## config.mk

```make
export PLATFORM = sky130hd
export DESIGN_NAME = cpu_pair_arith_16bit
export DESIGN_NICKNAME = d
export VERILOG_FILES = /design/src/rtl/core/cpa16_pkg.sv /design/src/rtl/core/cpu_pair_arith_16bit.sv
export SDC_FILE = /design/constraint.sdc
export NUM_CORES = 1
export LEC_CHECK = 0
export BUFFER_PORTS_ARGS = -buffer_cell sky130_fd_sc_hd__buf_2
export CAP_MARGIN = 15
export CORE_MARGIN = 10
export CORE_UTILIZATION = 45
export CTS_CLUSTER_SIZE = 30
export DETAILED_ROUTE_END_ITERATION = 6
export PLACE_DENSITY = 0.7
export SYNTH_ARGS = -nofsm -noshare
export SYNTH_HDL_FRONTEND = slang
export SYNTH_SLANG_ARGS = --single-unit
```

## constraint.sdc

```tcl
create_clock -name i_clk -period 5.1 [get_ports i_clk]
set_input_delay 0.51 -clock i_clk [delete_from_list [all_inputs] [get_ports i_clk]]
set_output_delay 0.51 -clock i_clk [all_outputs]
set_load 0.02 [all_outputs]
```

## src/rtl/core/cpa16_pkg.sv

```systemverilog
package cpa16_pkg;

    localparam logic [2:0] MODE_ADD = 3'd0;
    localparam logic [2:0] MODE_ADC = 3'd1;
    localparam logic [2:0] MODE_SBC = 3'd2;
    localparam logic [2:0] MODE_INC = 3'd3;
    localparam logic [2:0] MODE_DEC = 3'd4;

    localparam logic [1:0] SEL_BC = 2'd0;
    localparam logic [1:0] SEL_DE = 2'd1;
    localparam logic [1:0] SEL_HL = 2'd2;
    localparam logic [1:0] SEL_SP = 2'd3;

    localparam logic [1:0] PFX_NONE = 2'd0;
    localparam logic [1:0] PFX_IX   = 2'd1;
    localparam logic [1:0] PFX_IY   = 2'd2;

    localparam logic [2:0] REG_BC = 3'd0;
    localparam logic [2:0] REG_DE = 3'd1;
    localparam logic [2:0] REG_HL = 3'd2;
    localparam logic [2:0] REG_SP = 3'd3;
    localparam logic [2:0] REG_IX = 3'd4;
    localparam logic [2:0] REG_IY = 3'd5;

    localparam logic [7:0] F_S          = 8'b1000_0000;
    localparam logic [7:0] F_Z          = 8'b0100_0000;
    localparam logic [7:0] F_H          = 8'b0001_0000;
    localparam logic [7:0] F_PV         = 8'b0000_0100;
    localparam logic [7:0] F_N          = 8'b0000_0010;
    localparam logic [7:0] F_C          = 8'b0000_0001;
    localparam logic [7:0] KEEP_ADD     = 8'b1110_1100;
    localparam logic [7:0] KEEP_ADC_SBC = 8'b0010_1000;

    typedef enum logic [4:0] {
        OP_ADD = 5'b00001,
        OP_ADC = 5'b00010,
        OP_SBC = 5'b00100,
        OP_INC = 5'b01000,
        OP_DEC = 5'b10000
    } t_op;

    typedef struct packed {
        logic [2:0]  mode;
        logic [1:0]  pair_select;
        logic [1:0]  index_prefix;
        logic [15:0] pair_bc;
        logic [15:0] pair_de;
        logic [15:0] pair_hl;
        logic [15:0] stack_pointer;
        logic [15:0] index_x;
        logic [15:0] index_y;
        logic [7:0]  flags_in;
    } t_in_item;

    typedef struct packed {
        logic [15:0] result_value;
        logic [2:0]  target_reg;
        logic [7:0]  flags_out;
        logic        status;
    } t_out_item;

endpackage

```

## src/rtl/core/cpu_pair_arith_16bit.sv

```systemverilog
// Sixteen-bit register-pair arithmetic (ADD, ADC, SBC, INC, DEC) for an
// 8-bit CPU core. busy is never raised, so a new instruction may be started
// in every cycle. Each instruction gives exactly one result, shown for one
// cycle with o_strobe high, once the start transfer has passed decode and
// operand selection, the low twelve bits of the adder, then the top four bits
// with the flag logic. The receiver cannot stall the result. Prefixed INC/DEC
// on a pair other than HL and undefined modes return status 1 with a zero
// result, target 0 and the flags unchanged. Results leave in start order.
module cpu_pair_arith_16bit (
    input  logic                  i_clk,
    input  logic                  i_rst_n,
    input  logic                  start,
    output logic                  busy,
    input  cpa16_pkg::t_in_item   i_item,
    output logic                  o_strobe,
    output cpa16_pkg::t_out_item  o_item
);
    import cpa16_pkg::*;

    // stage 1: decode and operands
    logic        r_s1_valid, n_s1_valid;
    logic [15:0] r_s1_a, n_s1_a;
    logic [15:0] r_s1_b, n_s1_b;
    logic        r_s1_cin, n_s1_cin;
    logic        r_s1_sub, n_s1_sub;
    t_op         r_s1_op, n_s1_op;
    logic [2:0]  r_s1_tgt, n_s1_tgt;
    logic        r_s1_err, n_s1_err;
    logic [7:0]  r_s1_flags;

    // stage 2: low twelve bits
    logic        r_s2_valid;
    logic [11:0] r_s2_lo, n_s2_lo;
    logic        r_s2_c12, n_s2_c12;
    logic [3:0]  r_s2_a_hi;
    logic [3:0]  r_s2_b_hi;
    logic        r_s2_sub;
    t_op         r_s2_op;
    logic [2:0]  r_s2_tgt;
    logic        r_s2_err;
    logic [7:0]  r_s2_flags;

    // stage 3: output register
    logic        r_s3_valid;
    t_out_item   r_s3_item, n_s3_item;

    logic [1:0]  pfx;
    logic [15:0] sel_val;
    logic [15:0] base_val;
    logic [2:0]  base_tgt;
    logic [4:0]  hi_sum;
    logic [15:0] res;
    logic        h_flag;
    logic        c_flag;
    logic        v_flag;

    assign busy = 1'b0;

    always_comb begin
        pfx = (i_item.index_prefix == PFX_IX || i_item.index_prefix == PFX_IY)
            ? i_item.index_prefix : PFX_NONE;
        unique case (i_item.pair_select)
            SEL_BC:  sel_val = i_item.pair_bc;
            SEL_DE:  sel_val = i_item.pair_de;
            SEL_HL:  sel_val = i_item.pair_hl;
            default: sel_val = i_item.stack_pointer;
        endcase
        priority if (pfx == PFX_IX) begin
            base_val = i_item.index_x;
            base_tgt = REG_IX;
        end else if (pfx == PFX_IY) begin
            base_val = i_item.index_y;
            base_tgt = REG_IY;
        end else begin
            base_val = i_item.pair_hl;
            base_tgt = REG_HL;
        end

        n_s1_valid = start & ~busy;
        n_s1_a     = base_val;
        n_s1_b     = sel_val;
        n_s1_cin   = 1'b0;
        n_s1_sub   = 1'b0;
        n_s1_op    = OP_ADD;
        n_s1_tgt   = base_tgt;
        n_s1_err   = 1'b0;
        unique case (i_item.mode)
            MODE_ADD: begin
                n_s1_b = (i_item.pair_select == SEL_HL) ? base_val : sel_val;
            end
            MODE_ADC: begin
                n_s1_op  = OP_ADC;
                n_s1_a   = i_item.pair_hl;
                n_s1_tgt = REG_HL;
                n_s1_cin = i_item.flags_in[0];
            end
            MODE_SBC: begin
                n_s1_op  = OP_SBC;
                n_s1_a   = i_item.pair_hl;
                n_s1_b   = ~sel_val;
                n_s1_tgt = REG_HL;
                n_s1_cin = ~i_item.flags_in[0];
                n_s1_sub = 1'b1;
            end
            MODE_INC, MODE_DEC: begin
                n_s1_op  = (i_item.mode == MODE_INC) ? OP_INC : OP_DEC;
                n_s1_b   = (i_item.mode == MODE_INC) ? 16'h0000 : 16'hFFFF;
                n_s1_cin = (i_item.mode == MODE_INC);
                if (pfx != PFX_NONE && i_item.pair_select != SEL_HL) begin
                    n_s1_err = 1'b1;
                end else if (pfx == PFX_NONE) begin
                    n_s1_a   = sel_val;
                    n_s1_tgt = {1'b0, i_item.pair_select};
                end
            end
            default: begin
                n_s1_err = 1'b1;
            end
        endcase
    end

    always_comb begin
        {n_s2_c12, n_s2_lo} = {1'b0, r_s1_a[11:0]} + {1'b0, r_s1_b[11:0]}
                            + {12'd0, r_s1_cin};
    end

    always_comb begin
        hi_sum = {1'b0, r_s2_a_hi} + {1'b0, r_s2_b_hi} + {4'd0, r_s2_c12};
        res    = {hi_sum[3:0], r_s2_lo};
        h_flag = r_s2_c12 ^ r_s2_sub;
        c_flag = hi_sum[4] ^ r_s2_sub;
        v_flag = ~(r_s2_a_hi[3] ^ r_s2_b_hi[3]) & (r_s2_a_hi[3] ^ res[15]);

        n_s3_item.result_value = res;
        n_s3_item.target_reg   = r_s2_tgt;
        n_s3_item.status       = 1'b0;
        unique case (r_s2_op)
            OP_ADD: begin
                n_s3_item.flags_out = (r_s2_flags & KEEP_ADD)
                                    | (h_flag ? F_H : 8'h00)
                                    | (c_flag ? F_C : 8'h00);
            end
            OP_ADC, OP_SBC: begin
                n_s3_item.flags_out = (r_s2_flags & KEEP_ADC_SBC)
                                    | (res[15] ? F_S : 8'h00)
                                    | ((res == 16'h0000) ? F_Z : 8'h00)
                                    | (h_flag ? F_H : 8'h00)
                                    | (v_flag ? F_PV : 8'h00)
                                    | (r_s2_sub ? F_N : 8'h00)
                                    | (c_flag ? F_C : 8'h00);
            end
            default: begin
                n_s3_item.flags_out = r_s2_flags;
            end
        endcase
        if (r_s2_err) begin
            n_s3_item.result_value = 16'h0000;
            n_s3_item.target_reg   = REG_BC;
            n_s3_item.flags_out    = r_s2_flags;
            n_s3_item.status       = 1'b1;
        end
    end

    always_ff @(posedge i_clk) begin
        if (!i_rst_n) begin
            r_s1_valid <= 1'b0;
            r_s2_valid <= 1'b0;
            r_s3_valid <= 1'b0;
        end else begin
            r_s1_valid <= n_s1_valid;
            r_s2_valid <= r_s1_valid;
            r_s3_valid <= r_s2_valid;
        end
    end

    always_ff @(posedge i_clk) begin
        r_s1_a     <= n_s1_a;
        r_s1_b     <= n_s1_b;
        r_s1_cin   <= n_s1_cin;
        r_s1_sub   <= n_s1_sub;
        r_s1_op    <= n_s1_op;
        r_s1_tgt   <= n_s1_tgt;
        r_s1_err   <= n_s1_err;
        r_s1_flags <= i_item.flags_in;

        r_s2_lo    <= n_s2_lo;
        r_s2_c12   <= n_s2_c12;
        r_s2_a_hi  <= r_s1_a[15:12];
        r_s2_b_hi  <= r_s1_b[15:12];
        r_s2_sub   <= r_s1_sub;
        r_s2_op    <= r_s1_op;
        r_s2_tgt   <= r_s1_tgt;
        r_s2_err   <= r_s1_err;
        r_s2_flags <= r_s1_flags;

        r_s3_item  <= n_s3_item;
    end

    assign o_strobe = r_s3_valid;
    assign o_item   = r_s3_item;

    a_latency: assert property (@(posedge i_clk) disable iff (!i_rst_n)
        (start && !busy) |-> ##3 o_strobe)
        else $error("transfer did not produce a result after three cycles");

    a_no_spurious: assert property (@(posedge i_clk) disable iff (!i_rst_n)
        o_strobe |-> $past(start, 3))
        else $error("result strobe without a matching start");

    a_err_clean: assert property (@(posedge i_clk) disable iff (!i_rst_n)
        (o_strobe && o_item.status) |->
            (o_item.result_value == 16'h0000 && o_item.target_reg == REG_BC))
        else $error("failed instruction reports a write");

    a_tgt_range: assert property (@(posedge i_clk) disable iff (!i_rst_n)
        o_strobe |-> (o_item.target_reg <= REG_IY))
        else $error("target register out of range");

endmodule
```

* Word level (Yosys, flattened, before mapping) *
Cells that the tools add are included.

operators by class
  add/subtract/negate cells = 4
  equal/unequal tests = 14
  mux-type cells = 29
  bitwise logic cells = 16
  reduce and logical (&&, ||, !) cells = 11

operators by type and width
  kind                  number
  $mux W16              6
  $pmux W16 S3          2
  $pmux W16 S2          1
  $logic_not A16 Y1     1
  $not A16 Y16          1
  $or A8 B8 Y8          2
  $pmux W8 S2           1
  $mux W3               5
  $pmux W5 S3           1
  $add A12 B12 Y13      1
  $add A13 B1 Y13       1
  $mux W5               2
  $mux W9               1
  $mux W8               1
  $or A6 B8 Y8          1
  $or A8 B1 Y8          1
  $or A8 B2 Y8          1
  $or A8 B3 Y8          1
  $or A8 B5 Y8          1
  $or A8 B7 Y8          1
  $mux W7               1
  $eq A2 B1 Y1 const B  3
  $eq A2 B2 Y1 const B  3
  $eq A3 B2 Y1 const B  2
  23 further kinds      33

word-level totals
  register bits = 121
  bits of input ports = 114

* Depth between registers and ports, before layout *
  depth in word-level cells = 11
  depth in mapped cells = 9
  mapped depth without buffers = 9

* Worst setup path after synthesis *
OpenSTA, ideal clock, no wires.

  kind = input to register
  start point = in i_item[104] (netlist name)
  end point = reg r_s1_a[2]
  arrival = 1.785 ns
  setup slack = 3.178 ns
  stages on the path = 9
  cells stage by stage = inv_1 > ha_1 > buf_2 > buf_6 > mux2_2 > mux2i_1 > nor2_1 > a21oi_1 > o221ai_1

between the ends
  word-level cells in the longest chain between the ends = 9

RTL lines
  item                                                 line                         RTL
  from (decl)                                          cpu_pair_arith_16bit.sv:14   input cpa16_pkg::t_in_item i_item,
  $eq A2 B1 Y1 / $eq A2 B2 Y1 (equally long branches)  cpu_pair_arith_16bit.sv:60   pfx = (i_item.index_prefix == PFX_IX || i_item.index_prefix == PFX_IY)
  $logic_or A1 B1 Y1                                   cpu_pair_arith_16bit.sv:60
  $mux W2 (*)                                          cpu_pair_arith_16bit.sv:61   ? i_item.index_prefix : PFX_NONE;
  $eq A2 B2 Y1                                         cpu_pair_arith_16bit.sv:71   end else if (pfx == PFX_IY) begin
  $mux W16                                             cpu_pair_arith_16bit.sv:71
  $mux W16                                             cpu_pair_arith_16bit.sv:68   priority if (pfx == PFX_IX) begin
  $mux W16                                             cpu_pair_arith_16bit.sv:111  end else if (pfx == PFX_NONE) begin
  $mux W16                                             cpu_pair_arith_16bit.sv:109  if (pfx != PFX_NONE && i_item.pair_select != SEL_HL) begin
  $pmux W16 S2 (*)                                     cpu_pair_arith_16bit.sv:87   unique case (i_item.mode)
  via n_s1_a[2]                                        cpu_pair_arith_16bit.sv:22   logic [15:0] r_s1_a, n_s1_a;
  to (signal assigned)                                 cpu_pair_arith_16bit.sv:177  r_s1_a <= n_s1_a;
  to (decl)                                            cpu_pair_arith_16bit.sv:22

The timed path passes the listed nets; every way through them passes the cells marked *.
A chain may end at the register's enable or synchronous reset.

* Worst setup path in the final report *
  start point = in i_item[109] (netlist name)
  end point = reg r_s1_a[13]

between the ends
  word-level cells in the longest chain between the ends = 3

RTL lines
  item                                        line
  $eq A3 B2 Y1 (tied with other cells)        cpu_pair_arith_16bit.sv:87
  $reduce_or A2 Y1, on equally long branches  n/a
  $pmux W16 S2 (*)                            cpu_pair_arith_16bit.sv:87
  via n_s1_a[13]                              cpu_pair_arith_16bit.sv:22

Marks and branches as above.

==> summary.md <==
| Metric | Value |
|---|---|
| Register area share after synthesis | between 40 and 50% |
| Reg-to-reg startpoint | r_s2_c12$_DFF_P_ |
| Post-synthesis cell area | around 0.0054 sq mm |
| Synth unique cells | between 50 and 60 |
| Sum of negative setup slack | 0 ps |
| Critical Path Fanout Max | 18 |
| Nets | between 700 and 800 |
| Post-synthesis sequential element count | approximately 120 |
| Hold Path Depth | 1 |
| Max Slew Vio Count | 0 |
| Resized Gates After CTS | 0 |
| Worst hold slack | approximately 200 ps |
| CP Cell Sequence | buf_2, nor2b_2, a21oi_4, nor2b_1, a22oi_1, o21ai_0 |
| Worst-path clk slew | about 60 ps |
| Maximum buffer depth of the clock tree | 2 |
| Initial cell density of the core | 46.5% |
| Dpl cell area | between 0.006 and 0.007 sq mm |
| Finished Cell Area | roughly 0.0066 sq mm |
| Most used cells in the layout excluding fill and tap cells | 142 x buf_2, 121 x dfxtp_1, 54 x nor2_1, 48 x a21oi_1, 22 x inv_1 |
| Worst clock skew | about 16 ps |
| CP Launch Type | input port |
| Run status | finished, final reports clean |
| Gpl congestion | between 0.8 and 0.9 |
| Tightest slew margin relative to the limit | between 30% and 40% |
| Vias in the first global route | between 4k and 5k |
| Most common library cell in the layout ignoring fill and taps | buf_2 |
| Endpoint of the worst register-to-register path | o_item[7]$_DFF_P_ |
| Overall die area | between 0.015 and 0.02 sq mm |
| Peak supply drop | 0.267 mV |
| Main combinational cell family by area after synthesis | compound AO/OA/AOI/OAI gates |
| Number of detailed-route iterations in the first pass | 4 |
| Synth warn | 0 |
| Worst Reg-to-Reg Cells | 6 |
| Mean number of vias per cell | 5.23 |
| Wire length of the first global-routing pass | between 20 and 25 mm |
| Global-route congestion overflow total | 0 |
| Nature of the critical path endpoint | flip-flop |
| Number of buffers inserted during clock tree synthesis | 17 |
| Total core area | between 0.01 and 0.015 sq mm |
| Post-synthesis async set-or-reset flop share | 0% |
| Worst hold path type | input port to flip-flop |
| Req. time, crit path | roughly 5400 ps |
| Most used flip-flop cell after synthesis | dfxtp_1 |
| Share of final-layout standard cells stronger than drive strength 1 | between 30% and 40% |
| Startpoint of the worst hold path | i_item[3] |
| Unrepaired setup endpoints after global routing | false |
| Area added between synthesis and finish | 23.4% |
| Clock Sinks | ~120 |
| Vert. Die Dim | 129 um |
| Number of fill cells | 1,000 |
| Synth Area in Simple Gates | a little under an eighth |
| Peak Freq | between 400 and 500 MHz |
| Number of diodes | 0 |
| Stage delay of the slowest cell on the critical path | about 850 ps |
| Count of routing violations after the opening detailed-route iteration | ~230 |
| CTS tree | built |
| Post-detailed-routing wire length | 13.0 mm |
| Post-CTS setup buffers | 0 |
| Synthesized netlist net count | 641 |
| Count of H-tree levels built during CTS | 4 |
| Share of the synthesized area in compound gates (AO/OA/AOI/OAI) | 15.8% |
| Overall die width | approximately 130 um |
| Non-filler instance count after layout | 793 |
| Hold Crit Endpoint | r_s1_flags[3]$_DFF_P_ |
| Area share of xor/xnor cells in the synthesized design | approximately 2.4% |
| Max-cap check violation count | 0 |
| Clock latency of the later-clocked register in the worst-skew pair | between 400 and 500 ps |
| Instance count of the mapped netlist | a little over 500 |
| # DRC | 0 |
| Multiplexer share of the synthesized area | between 10% and 20% |
| Power per cell area | 455 mW/mm^2 |
| GRT Resource Usage Total | about 16% |
| Top-level port count | approximately 140 |
| Leakage power summed over all cells | approximately 3 nW |
| Std-Cell Rows | 39 |
| Post-route minimum period | between 2000 and 2500 ps |
| Count of flip-flops with a built-in enable after synthesis | 0 |
| Routed wirelength normalized by instance count | around 16 um |
| Setup violations, final | 0 |
| Portion of the clock cycle consumed by the worst path in the final layout | 44.9% |
| Hold buffers post-CTS | 0 |
| Adder and majority cell fraction of the synthesized area | under 10% |
| Total number of vias | ~4.2k |
| Reg-to-reg slack, setup | between 2000 and 3000 ps |
| Slowest library cell on the worst path | nor2b_2 |
| Post-route ant nets | 0 |
| Synthesized area divided by synthesized cell count | about 11 sq um |
| Critical Setup Path Class | input port to flip-flop |
| Number of buffers inserted by port buffering | approximately 140 |
| Core occupancy in the finished layout | between 50 and 60% |
| Slew at the pin closest to its max-slew limit | 1040 ps |
| Total half-perimeter wirelength after legalization and detailed placement | between 10 and 15 mm |
| Largest net degree at the start of global routing | 26 |
| Total placed cells including tap cells | between 700 and 800 |
| Initial antenna violation count | 0 |
| Final Hold Violating Endpoints | 0 |
| Clock root buffer | clkbuf_16 |
| Critical Path AT | roughly 2600 ps |
## synth_stat cells (all sizes together), types with 5 or more instances
| cell type | count | area (sq um) |
|---|---|---|
| inv | 22 | 82.6 |
| dfxtp | 121 | 2420 |
| mux4 | 16 | 390 |
| nand2 | 21 | 78.8 |
| nor3 | 5 | 25.0 |
| o221ai | 10 | 87.6 |
| clkbuf | 9 | 33.8 |
| a21oi | 50 | 265 |
| nor2 | 54 | 203 |
| o21ai | 19 | 95.1 |
| mux2 | 17 | 191 |
| nor2b | 21 | 139 |
| ha | 16 | 200 |
| buf | 22 | 188 |
| a211oi | 16 | 170 |
| a22oi | 7 | 52.6 |
| xor2 | 7 | 61.3 |
| and2 | 6 | 40.0 |
| mux2i | 17 | 170 |
| xnor2 | 8 | 70.1 |
## worst max-delay path, delay by kind of cell
| kind | cells | cell delay [ps] |
|---|---|---|
| and+or+nand+nor | 2 | 1340 |
| AOI/OAI and AO/OA | 3 | 580 |
| buffers and inverters | 1 | 150 |
## layout make-up
class | instances | area, sq um | area share [%]
Clock inverter | 15 | 164 | 2.47
Sequential cell | 121 | 2420 | 36.5
Multi-Input combinational cell | 333 | 2660 | 40.0
Tap cell | 143 | 179 | 2.70
Inverter | 22 | 82.6 | 1.24
Clock buffer | 17 | 425 | 6.41
Timing Repair Buffer | 142 | 711 | 10.7
## report_power, final
part | total (W) | internal (W) | switching [W]
combinational | 0.000672 | 0.000299 | 0.000374
clock | 0.00117 | 0.000728 | 0.000440
sequential | 0.00118 | 0.00112 | 0.0000630
total | 0.00302 | 0.00214 | 0.000877
## state kept, by name (all words and copies together), names as in the netlist, 3 cells and up
name / flops
r_s1_tgt: 3
r_s2_b_hi: 4
r_s2_flags: 8
r_s2_tgt: 3
r_s1_b: 16
r_s1_a: 16
r_s2_lo: 12
o_item: 28
r_s2_a_hi: 4
r_s1_flags: 8
r_s1_op: 5
r_s2_op: 5
## cell families after synthesis
kind of cell / after synthesis
AOI/OAI and AO/OA: 122
xor gates and xnor gates: 15
adders and majority gates: 20
buffers and inverters: 53
DFF: 121
muxes: 50
other: 1
and+or+nand+nor: 125
## through the flow
step | setup slack, ps | total power, W
2_1_floorplan | 3180 | 0.00167
3_3_place_gp | 2440 | 0.00185
3_5_place_dp | 2420 | 0.00187
4_1_cts | 2850 | 0.00305
5_1_grt | 2590 | 0.00319
6_report | 2810 | 0.00302
## worst max path at each step
| stage | end | depth (start not counted) | startpoint | slack [ps] |
|---|---|---|---|---|
| 2_1_floorplan | r_s1_a[2]$_DFF_P_ | 9 | i_item[104] | 3180 |
| 3_3_place_gp | r_s1_a[13]$_DFF_P_ | 6 | i_item[109] | 2440 |
| 3_5_place_dp | r_s1_a[13]$_DFF_P_ | 6 | i_item[109] | 2420 |
| 4_1_cts | r_s1_a[13]$_DFF_P_ | 6 | i_item[109] | 2850 |
| 5_1_grt | r_s1_a[13]$_DFF_P_ | 6 | i_item[109] | 2590 |
| 6_report | r_s1_a[13]$_DFF_P_ | 6 | i_item[109] | 2810 |
## routing by layer
metal	vias up	track usage (%)	routed length, um	part of all wire, %
met5	-	0	0	0
met4	0	5.75	78	0.60
met3	6	6.00	1140	8.8
met2	188	25.8	6210	48
met1	1901	18.3	5530	43
li1	2056	-	-	-
No activity file was read; power rests on OpenSTA's default activity.
